`config.mk`:
```
export PLATFORM = sky130hd
export DESIGN_NAME = comb_sort_descending_top_flat
export DESIGN_NICKNAME = d
export VERILOG_FILES = /design/src/sv/csd_pkg.sv /design/src/sv/csd_in_if.sv /design/src/sv/csd_out_if.sv /design/src/sv/csd_ram.sv /design/src/sv/csd_ctrl.sv /design/src/sv/comb_sort_descending_top.sv /design/src/flat_wrapper.sv
export SDC_FILE = /design/constraint.sdc
export NUM_CORES = 2
export LEC_CHECK = 0
export BUFFER_PORTS_ARGS = -buffer_cell sky130_fd_sc_hd__buf_2
export CAP_MARGIN = 20
export CORE_UTILIZATION = 45
export CTS_CLUSTER_SIZE = 24
export DETAILED_ROUTE_END_ITERATION = 6
export PLACE_DENSITY_LB_ADDON = 0.25
export SLEW_MARGIN = 20
export SYNTH_ARGS = -nofsm -noshare
export SYNTH_HDL_FRONTEND = slang
export SYNTH_SLANG_ARGS = --single-unit
```
`constraint.sdc`:
```
create_clock -name clk -period 6.7 [get_ports clk]
set_input_delay 0 -clock clk [delete_from_list [all_inputs] [get_ports clk]]
set_output_delay 0 -clock clk [all_outputs]
set_load 0.005 [all_outputs]
```
`src/sv/csd_pkg.sv`:
```
`default_nettype none

package csd_pkg;

  localparam int MAX_ITEMS = 32;
  localparam int IDX_W     = $clog2(MAX_ITEMS);
  localparam int CNT_W     = $clog2(MAX_ITEMS + 1);
  localparam int KEY_W     = 32;
  localparam int TAG_W     = 16;
  localparam int ENTRY_W   = KEY_W + TAG_W;

  // floor(x * 10 / 13) as x * 10 * 631 >> 13, exact for x * 10 below 744
  localparam int SHRINK_NUM   = 10;
  localparam int RECIP_DEN    = 631;
  localparam int RECIP_SHIFT  = 13;
  localparam int SCALED_W     = CNT_W + 4;
  localparam int PROD_W       = SCALED_W + 10;

  typedef struct packed {
    logic signed [KEY_W-1:0] key;
    logic [TAG_W-1:0]        tag;
  } entry_t;

  typedef enum logic [2:0] {
    ST_LOAD,
    ST_INIT,
    ST_CMP_RD,
    ST_CMP,
    ST_SWAP,
    ST_EMIT_RD,
    ST_EMIT
  } state_t;

  function automatic logic [CNT_W-1:0] shrink(input logic [CNT_W-1:0] g);
    logic [SCALED_W-1:0] scaled;
    logic [PROD_W-1:0]   prod;
    logic [CNT_W-1:0]    q;
    scaled = SCALED_W'(g) * SCALED_W'(SHRINK_NUM);
    prod   = PROD_W'(scaled) * PROD_W'(RECIP_DEN);
    q      = CNT_W'(prod >> RECIP_SHIFT);
    if (q == '0) begin
      q = CNT_W'(1);
    end
    return q;
  endfunction

endpackage

`default_nettype wire

```
`src/sv/csd_in_if.sv`:
```
`default_nettype none

interface csd_in_if import csd_pkg::*; ();
  logic                    valid;
  logic                    ready;
  logic signed [KEY_W-1:0] sort_key;
  logic [TAG_W-1:0]        item_tag;
  logic                    last_item;

  modport source (output valid, sort_key, item_tag, last_item, input ready);
  modport sink   (input valid, sort_key, item_tag, last_item, output ready);
endinterface

`default_nettype wire

```
`src/sv/csd_out_if.sv`:
```
`default_nettype none

interface csd_out_if import csd_pkg::*; ();
  logic                    valid;
  logic                    ready;
  logic signed [KEY_W-1:0] sorted_key;
  logic [TAG_W-1:0]        sorted_tag;
  logic                    end_of_set;
  logic                    overflowed;

  modport source (output valid, sorted_key, sorted_tag, end_of_set, overflowed,
                  input ready);
  modport sink   (input valid, sorted_key, sorted_tag, end_of_set, overflowed,
                  output ready);
endinterface

`default_nettype wire

```
`src/sv/csd_ram.sv`:
```
`default_nettype none

module csd_ram #(
  parameter int WIDTH = 8,
  parameter int DEPTH = 16
) (
  input  wire logic                     clk,
  input  wire logic                     we,
  input  wire logic [$clog2(DEPTH)-1:0] waddr,
  input  wire logic [WIDTH-1:0]         wdata,
  input  wire logic [$clog2(DEPTH)-1:0] raddr_a,
  output logic      [WIDTH-1:0]         rdata_a,
  input  wire logic [$clog2(DEPTH)-1:0] raddr_b,
  output logic      [WIDTH-1:0]         rdata_b
);

  logic [WIDTH-1:0] mem [DEPTH];

  always_ff @(posedge clk) begin
    if (we) begin
      mem[waddr] <= wdata;
    end
    rdata_a <= mem[raddr_a];
    rdata_b <= mem[raddr_b];
  end

endmodule

`default_nettype wire

```
`src/sv/csd_ctrl.sv`:
```
`default_nettype none

module csd_ctrl import csd_pkg::*; (
  input  wire logic       clk,
  input  wire logic       rst,
  csd_in_if.sink          items,
  csd_out_if.source       results,
  output logic            ram_we,
  output logic [IDX_W-1:0] ram_waddr,
  output entry_t          ram_wdata,
  output logic [IDX_W-1:0] ram_raddr_a,
  output logic [IDX_W-1:0] ram_raddr_b,
  input  wire entry_t     ram_rdata_a,
  input  wire entry_t     ram_rdata_b
);

  state_t           state, state_next;
  logic [CNT_W-1:0] count, count_next;
  logic [CNT_W-1:0] gap, gap_next;
  logic [CNT_W-1:0] idx, idx_next;
  logic             swap_seen, swap_seen_next;
  logic             overflow, overflow_next;
  entry_t           hold, hold_next;
  logic             out_valid;
  entry_t           out_entry;
  logic             out_end, out_ovf;
  logic             out_load;

  logic             in_take;
  logic [CNT_W:0]   partner;
  logic             in_range;
  logic             is_less;
  logic             slot_free;
  logic             emit_last;

  assign in_take   = items.valid && items.ready;
  assign partner   = {1'b0, idx} + {1'b0, gap};
  assign in_range  = partner < {1'b0, count};
  assign is_less   = $signed(ram_rdata_a.key) < $signed(ram_rdata_b.key);
  assign slot_free = !out_valid || results.ready;
  assign emit_last = idx == count - CNT_W'(1);

  always_ff @(posedge clk) begin
    if (rst) begin
      state     <= ST_LOAD;
      count     <= '0;
      gap       <= '0;
      idx       <= '0;
      swap_seen <= 1'b0;
      overflow  <= 1'b0;
    end else begin
      state     <= state_next;
      count     <= count_next;
      gap       <= gap_next;
      idx       <= idx_next;
      swap_seen <= swap_seen_next;
      overflow  <= overflow_next;
    end
    hold <= hold_next;
  end

  always_comb begin
    state_next     = state;
    count_next     = count;
    gap_next       = gap;
    idx_next       = idx;
    swap_seen_next = swap_seen;
    overflow_next  = overflow;
    hold_next      = hold;
    items.ready    = 1'b0;
    ram_we         = 1'b0;
    ram_waddr      = idx[IDX_W-1:0];
    ram_wdata      = ram_rdata_b;
    ram_raddr_a    = idx[IDX_W-1:0];
    ram_raddr_b    = partner[IDX_W-1:0];
    out_load       = 1'b0;
    unique case (state)
      ST_LOAD: begin
        items.ready = 1'b1;
        ram_waddr   = count[IDX_W-1:0];
        ram_wdata   = '{key: items.sort_key, tag: items.item_tag};
        if (in_take) begin
          if (count < CNT_W'(MAX_ITEMS)) begin
            ram_we     = 1'b1;
            count_next = count + CNT_W'(1);
          end else begin
            overflow_next = 1'b1;
          end
          if (items.last_item) begin
            state_next = ST_INIT;
          end
        end
      end
      ST_INIT: begin
        idx_next       = '0;
        swap_seen_next = 1'b0;
        if (count < CNT_W'(2)) begin
          state_next = ST_EMIT_RD;
        end else begin
          gap_next   = shrink(count);
          state_next = ST_CMP_RD;
        end
      end
      ST_CMP_RD: begin
        if (in_range) begin
          state_next = ST_CMP;
        end else begin
          idx_next       = '0;
          swap_seen_next = 1'b0;
          if (gap <= CNT_W'(1)) begin
            if (!swap_seen) begin
              state_next = ST_EMIT_RD;
            end
          end else begin
            gap_next = shrink(gap);
          end
        end
      end
      ST_CMP: begin
        if (is_less) begin
          ram_we         = 1'b1;
          ram_wdata      = ram_rdata_b;
          hold_next      = ram_rdata_a;
          swap_seen_next = 1'b1;
          state_next     = ST_SWAP;
        end else begin
          idx_next   = idx + CNT_W'(1);
          state_next = ST_CMP_RD;
        end
      end
      ST_SWAP: begin
        ram_we     = 1'b1;
        ram_waddr  = partner[IDX_W-1:0];
        ram_wdata  = hold;
        idx_next   = idx + CNT_W'(1);
        state_next = ST_CMP_RD;
      end
      ST_EMIT_RD: begin
        state_next = ST_EMIT;
      end
      ST_EMIT: begin
        if (slot_free) begin
          out_load = 1'b1;
          if (emit_last) begin
            count_next    = '0;
            overflow_next = 1'b0;
            idx_next      = '0;
            state_next    = ST_LOAD;
          end else begin
            idx_next   = idx + CNT_W'(1);
            state_next = ST_EMIT_RD;
          end
        end
      end
      default: state_next = ST_LOAD;
    endcase
  end

  // output register, frees the input side while the last result waits
  always_ff @(posedge clk) begin
    if (rst) begin
      out_valid <= 1'b0;
    end else if (out_load) begin
      out_valid <= 1'b1;
    end else if (results.ready) begin
      out_valid <= 1'b0;
    end
    if (out_load) begin
      out_entry <= ram_rdata_a;
      out_end   <= emit_last;
      out_ovf   <= overflow;
    end
  end

  assign results.valid      = out_valid;
  assign results.sorted_key = out_entry.key;
  assign results.sorted_tag = out_entry.tag;
  assign results.end_of_set = out_end;
  assign results.overflowed = out_ovf;

  a_count_bound: assert property (@(posedge clk) disable iff (rst)
    count <= CNT_W'(MAX_ITEMS))
    else $error("item count above capacity");

  a_gap_range: assert property (@(posedge clk) disable iff (rst)
    state == ST_CMP_RD |-> gap != '0 && gap < count)
    else $error("gap out of range during sort");

  a_swap_marks: assert property (@(posedge clk) disable iff (rst)
    state == ST_SWAP |-> swap_seen)
    else $error("swap without swap flag");

  a_set_closes: assert property (@(posedge clk) disable iff (rst)
    out_load && emit_last |=> count == '0 && state == ST_LOAD && out_valid)
    else $error("set not closed after last result");

endmodule

`default_nettype wire

```
`src/sv/comb_sort_descending_top.sv`:
```
`default_nettype none

// Collects a set of signed keys with tags (up to MAX_ITEMS, one cycle per
// transaction; extras are dropped and flagged), sorts them into descending
// order with a comb sort (gap shrinks by 10/13, repeated gap-1 passes until
// no swap) and returns them one transaction each. Key and tag live together
// in one dual-read, single-write RAM: a compare reads in ST_CMP_RD and
// compares in ST_CMP, and a swap adds ST_SWAP for its second write. A set
// of n items takes roughly log(n)/log(1.3) plus a few passes, and each
// result is read in ST_EMIT_RD and loaded in ST_EMIT. Input is taken again
// as soon as the last result of a set sits in the output register.
module comb_sort_descending_top import csd_pkg::*; (
  input  wire logic clk,
  input  wire logic rst,
  csd_in_if.sink    items,
  csd_out_if.source results
);

  logic             ram_we;
  logic [IDX_W-1:0] ram_waddr;
  entry_t           ram_wdata;
  logic [IDX_W-1:0] ram_raddr_a;
  logic [IDX_W-1:0] ram_raddr_b;
  entry_t           ram_rdata_a;
  entry_t           ram_rdata_b;

  csd_ram #(
    .WIDTH (ENTRY_W),
    .DEPTH (MAX_ITEMS)
  ) u_ram (
    .clk     (clk),
    .we      (ram_we),
    .waddr   (ram_waddr),
    .wdata   (ram_wdata),
    .raddr_a (ram_raddr_a),
    .rdata_a (ram_rdata_a),
    .raddr_b (ram_raddr_b),
    .rdata_b (ram_rdata_b)
  );

  csd_ctrl u_ctrl (
    .clk         (clk),
    .rst         (rst),
    .items       (items),
    .results     (results),
    .ram_we      (ram_we),
    .ram_waddr   (ram_waddr),
    .ram_wdata   (ram_wdata),
    .ram_raddr_a (ram_raddr_a),
    .ram_raddr_b (ram_raddr_b),
    .ram_rdata_a (ram_rdata_a),
    .ram_rdata_b (ram_rdata_b)
  );

endmodule

`default_nettype wire
```
`src/flat_wrapper.sv`:
```
// flat-port wrapper written by rule: the top's interface ports become plain ports
module comb_sort_descending_top_flat import csd_pkg::*;
  (clk, rst, items_valid, items_sort_key, items_item_tag, items_last_item, items_ready, results_valid, results_sorted_key, results_sorted_tag, results_end_of_set, results_overflowed, results_ready);
  csd_in_if items_i ();
  csd_out_if results_i ();
  input  wire logic clk;
  input  wire logic rst;
  input wire logic [$bits(items_i.valid)-1:0] items_valid;
  input wire logic [$bits(items_i.sort_key)-1:0] items_sort_key;
  input wire logic [$bits(items_i.item_tag)-1:0] items_item_tag;
  input wire logic [$bits(items_i.last_item)-1:0] items_last_item;
  output wire logic [$bits(items_i.ready)-1:0] items_ready;
  output wire logic [$bits(results_i.valid)-1:0] results_valid;
  output wire logic [$bits(results_i.sorted_key)-1:0] results_sorted_key;
  output wire logic [$bits(results_i.sorted_tag)-1:0] results_sorted_tag;
  output wire logic [$bits(results_i.end_of_set)-1:0] results_end_of_set;
  output wire logic [$bits(results_i.overflowed)-1:0] results_overflowed;
  input wire logic [$bits(results_i.ready)-1:0] results_ready;
  assign items_i.valid = items_valid;
  assign items_i.sort_key = items_sort_key;
  assign items_i.item_tag = items_item_tag;
  assign items_i.last_item = items_last_item;
  assign items_ready = items_i.ready;
  assign results_valid = results_i.valid;
  assign results_sorted_key = results_i.sorted_key;
  assign results_sorted_tag = results_i.sorted_tag;
  assign results_end_of_set = results_i.end_of_set;
  assign results_overflowed = results_i.overflowed;
  assign results_i.ready = results_ready;
  comb_sort_descending_top u_core (.clk(clk), .rst(rst), .items(items_i), .results(results_i));
endmodule
```
==> impl_results.md <==
- Layout Cells excl Fill: ~6800
- Most common library cells after synthesis: edfxtp_1, mux4_2, clkbuf_1
- Buffers on Ports: 104
- Vias: between 40000 and 50000
- Average wire per standard cell: 32.6 um
- Main area contributors after synthesis: edfxtp_1, mux4_2, dfxtp_1, ha_1, fa_1
- Fillers: around 14000
- Clk buf depth: 3
- Largest net degree at the start of global routing: between 100 and 150
- Fin nets: 4495
- Critical path required time: ~7.5 ns
- Die width: between 400 and 500 um
- Synth-to-Final Area Change: 13.5%
- Total Power: roughly 35000 uW
- Synth Flop Type: edfxtp_1
- Maximum vdd drop: about 340 uV
- Final ANT Viol Nets: 0
- Vias per cell: 6.34
- Critical Path Slowest Stage Cell: fa_1
- Mean Syn Cell Area: approximately 21 um^2
- Wire length of the first global-routing pass: between 300000 and 400000 um
- Core area: 181000 um^2
- Share of cells above drive strength 1: a little under two fifths
- Critical path fanouts, max: 9
- Crit start category: flop
- Net Count, Synth: 4262
- WL met2: 112000 um
- # DRC: 0
- DRT Wirelength: about 220000 um
- CP cell instances: ha_1, ha_1, fa_1, a21o_1, a21oi_1, xor2_2, inv_1, ha_1, fa_1, inv_1, fa_1, fa_1, inv_1, ha_1, and3_1, a221oi_2, nor2_1, a2111oi_2, xnor2_1, a2111oi_1, o22ai_1, nor3_1
- IO Count: between 100 and 150
- Dpl ws: 0.202 ns
- Detail Placement HPWL: between 100000 and 150000 um
- DP Area: a little under 90000 um^2
- Max-Cap Viols: 0
- Critical path arrival: between 6 and 7 ns
- Final WS setup: ~0.5 ns
- GPL Wtd Cong: about 0.80
- CP Capture Type: flop
- Netlist Area Pre-Place: between 80000 and 90000 um^2
- Clock slew at reported path FFs: approximately 0.060 ns
- Total die area: between 150000 and 200000 um^2
- Async set or reset register ratio after synthesis: 0%
- Met3 routed WL: around 17000 um
- Final min period: between 6 and 7 ns
- Clk root buf: clkbuf_16
- Design Area, Final: 93300 um^2
- CTS tree: yes
- Dpl cells: about 6400
- Hold Path Class: in -> reg
- Initial Util: between 40% and 50%
- Status: completed
- Register area share after synthesis: 62.6%
- Fmax: roughly 160 MHz
- Total negative setup slack: 0 ns
- Drt pass-1 iters: 5
- Final setup viols: 0
- Yosys top cell area share: about 60%
- Count leader, synth: edfxtp_1
- Total track usage: between 20% and 30%
- EDFF count, synth: between 1500 and 2000
- Power Dens Cells: about 380 nW/um^2
- Met1 WL: around 86000 um
- Clk_skew: between 0.03 and 0.04 ns
- Vias in the first global route: 45000
- Synth unique cells: 67
- Rel. slew slack: a little under a third
- RSZ-0062 raised after global routing: no
- Period utilization: between 90% and 100%
- Worst Setup Path Type: reg -> reg
- Worst skew pair latency: between 0.8 and 0.9 ns
- CTS Sinks: ~1800
- Initial drt markers: a little under 5000
- Remaining global-route overflow: 0
- Uppermost layer routed: met5
- Die Ht: 429 um
- Htree depth: 4
- Largest stage delay on the critical path: roughly 0.52 ns
- Syn Inst Count: 4009
- Synth Register Bits: around 1800
- Initial antenna violation count: 5
- Slew Limit Fails: 0
- Area leader, netlist: edfxtp_1
- Num CTS Buffers: 179
- Final-report hold violation count: 0
- FP Rows: between 150 and 200
- Leak pwr: roughly 0.029 uW
- YS warnings: 0
- Slew @ Worst Pin: around 1.0 ns
-- cell families (layout without fill, tap and decap cells) --
group	Yosys count	after routing	synth area share (%)
adders and majority gates	200	200	3.56
other	0	2	0
buffers and inverters	422	812	1.96
DFF	1754	1754	62.6
and+or+nand+nor	243	243	1.33
xor gates and xnor gates	41	41	0.437
muxes	1111	1111	28.3
AOI/OAI and AO/OA	238	238	1.84
-- worst max-delay path, delay by kind of cell (launching register included) --
kind | cells | cell delay, ns
AOI/OAI and AO/OA | 6 | 1.54
xor gates and xnor gates | 2 | 0.40
adders and majority gates | 8 | 3.05
buffers and inverters | 3 | 0.21
DFF | 1 | 0.42
and+or+nand+nor | 3 | 0.50
-- path summary, 6_finish.rpt --
kind | from | endpoint | slack, ns | cells after the start
max reg2reg | u_core.u_ctrl.gap[2] | u_core.u_ctrl.gap[0] | 0.50 | 22
max | u_core.u_ctrl.gap[2] | u_core.u_ctrl.gap[0] | 0.50 | 22
min | items_sort_key[21] | u_core.u_ram.mem[0][37] | 0.03 | 4
min reg2reg | u_core.u_ram.rdata_a[6] | u_core.u_ctrl.hold[6] | 0.43 | 0
-- timing repair --
| item | in CTS | in global routing |
|---|---|---|
| hold buffers | 43 | 0 |
| buffers inserted | 0 | 1 |
| resized for setup | 0 | 3 |
| endpoints found under the hold margin | 1124 | 0 |
| endpoints found under the setup margin | 0 | 1 |
-- area by class of cell --
cell class                      instances  area (um^2)  area share, %
Tap cell                             2370         2970           3.18
Antenna cell                            2         5.00        0.00536
Clock buffer                          262         5090           5.46
Sequential cell                      1754        51500           55.2
Clock inverter                         76          986           1.06
Timing Repair Buffer                  309         2470           2.64
Inverter                              165          622          0.666
Multi-Input combinational cell       1833        29700           31.8
-- metal layers --
metal	GRT usage (%)	vias to the layer above
met4	7.32	4
li1	-	17500
met5	0	-
met3	4.34	359
met2	40.6	1871
met1	32.0	23100
-- cells in the final DEF, fill, tap and decap left out, types with 9 or more instances in the layout --
master,netlist,layout
o21a_1,12,12
fa_1,57,56
dlygate4sd3_1,0,43
nand3_1,10,10
o21ai_1,2,39
buf_12,0,24
a21oi_4,0,32
nand2_1,121,121
buf_4,0,138
xnor2_1,28,27
a211oi_1,9,9
a21oi_1,66,34
ha_1,143,142
clkbuf_8,0,26
bufinv_16,0,18
o21ai_0,78,30
dfxtp_1,120,114
nor2_1,52,50
clkinv_2,0,25
xor2_1,13,11
clkbuf_1,172,55
buf_2,14,104
clkinv_1,2,21
o21ai_4,0,10
a21o_1,20,20
inv_1,163,162
edfxtp_1,1634,1634
mux4_2,960,960
mux2_2,96,96
mux2i_1,55,55
clkbuf_16,0,181
-- where the power goes --
group	internal (uW)	switching (uW)	total, uW
registers	15200	460	15700
logic	3760	5740	9490
clock network	5990	4250	10200
-- metrics by stage --
step	util (%)	hold WS, ns
final	51.5	0.0305
after global routing	51.5	0.0555
after CTS	51.5	0.00514
after detailed placement	47.9	0.348
after global placement	47.9	0.342
after floorplan	-	0.172
-- sequential cells by signal, summed over array words and instances (netlist names), 3 cells and up --
register                          flops
u_core.u_ctrl.state                   3
u_core.u_ram.rdata_a                 48
u_core.u_ram.mem                   1536
u_core.u_ctrl.idx                     6
u_core.u_ctrl.count                   6
u_core.u_ram.rdata_b                 48
u_core.u_ctrl.gap                     6
u_core.u_ctrl.hold                   48
u_core.u_ctrl.results.sorted_tag     16
u_core.u_ctrl.results.sorted_key     32
Note: power is estimated with default switching activity, not from simulation.
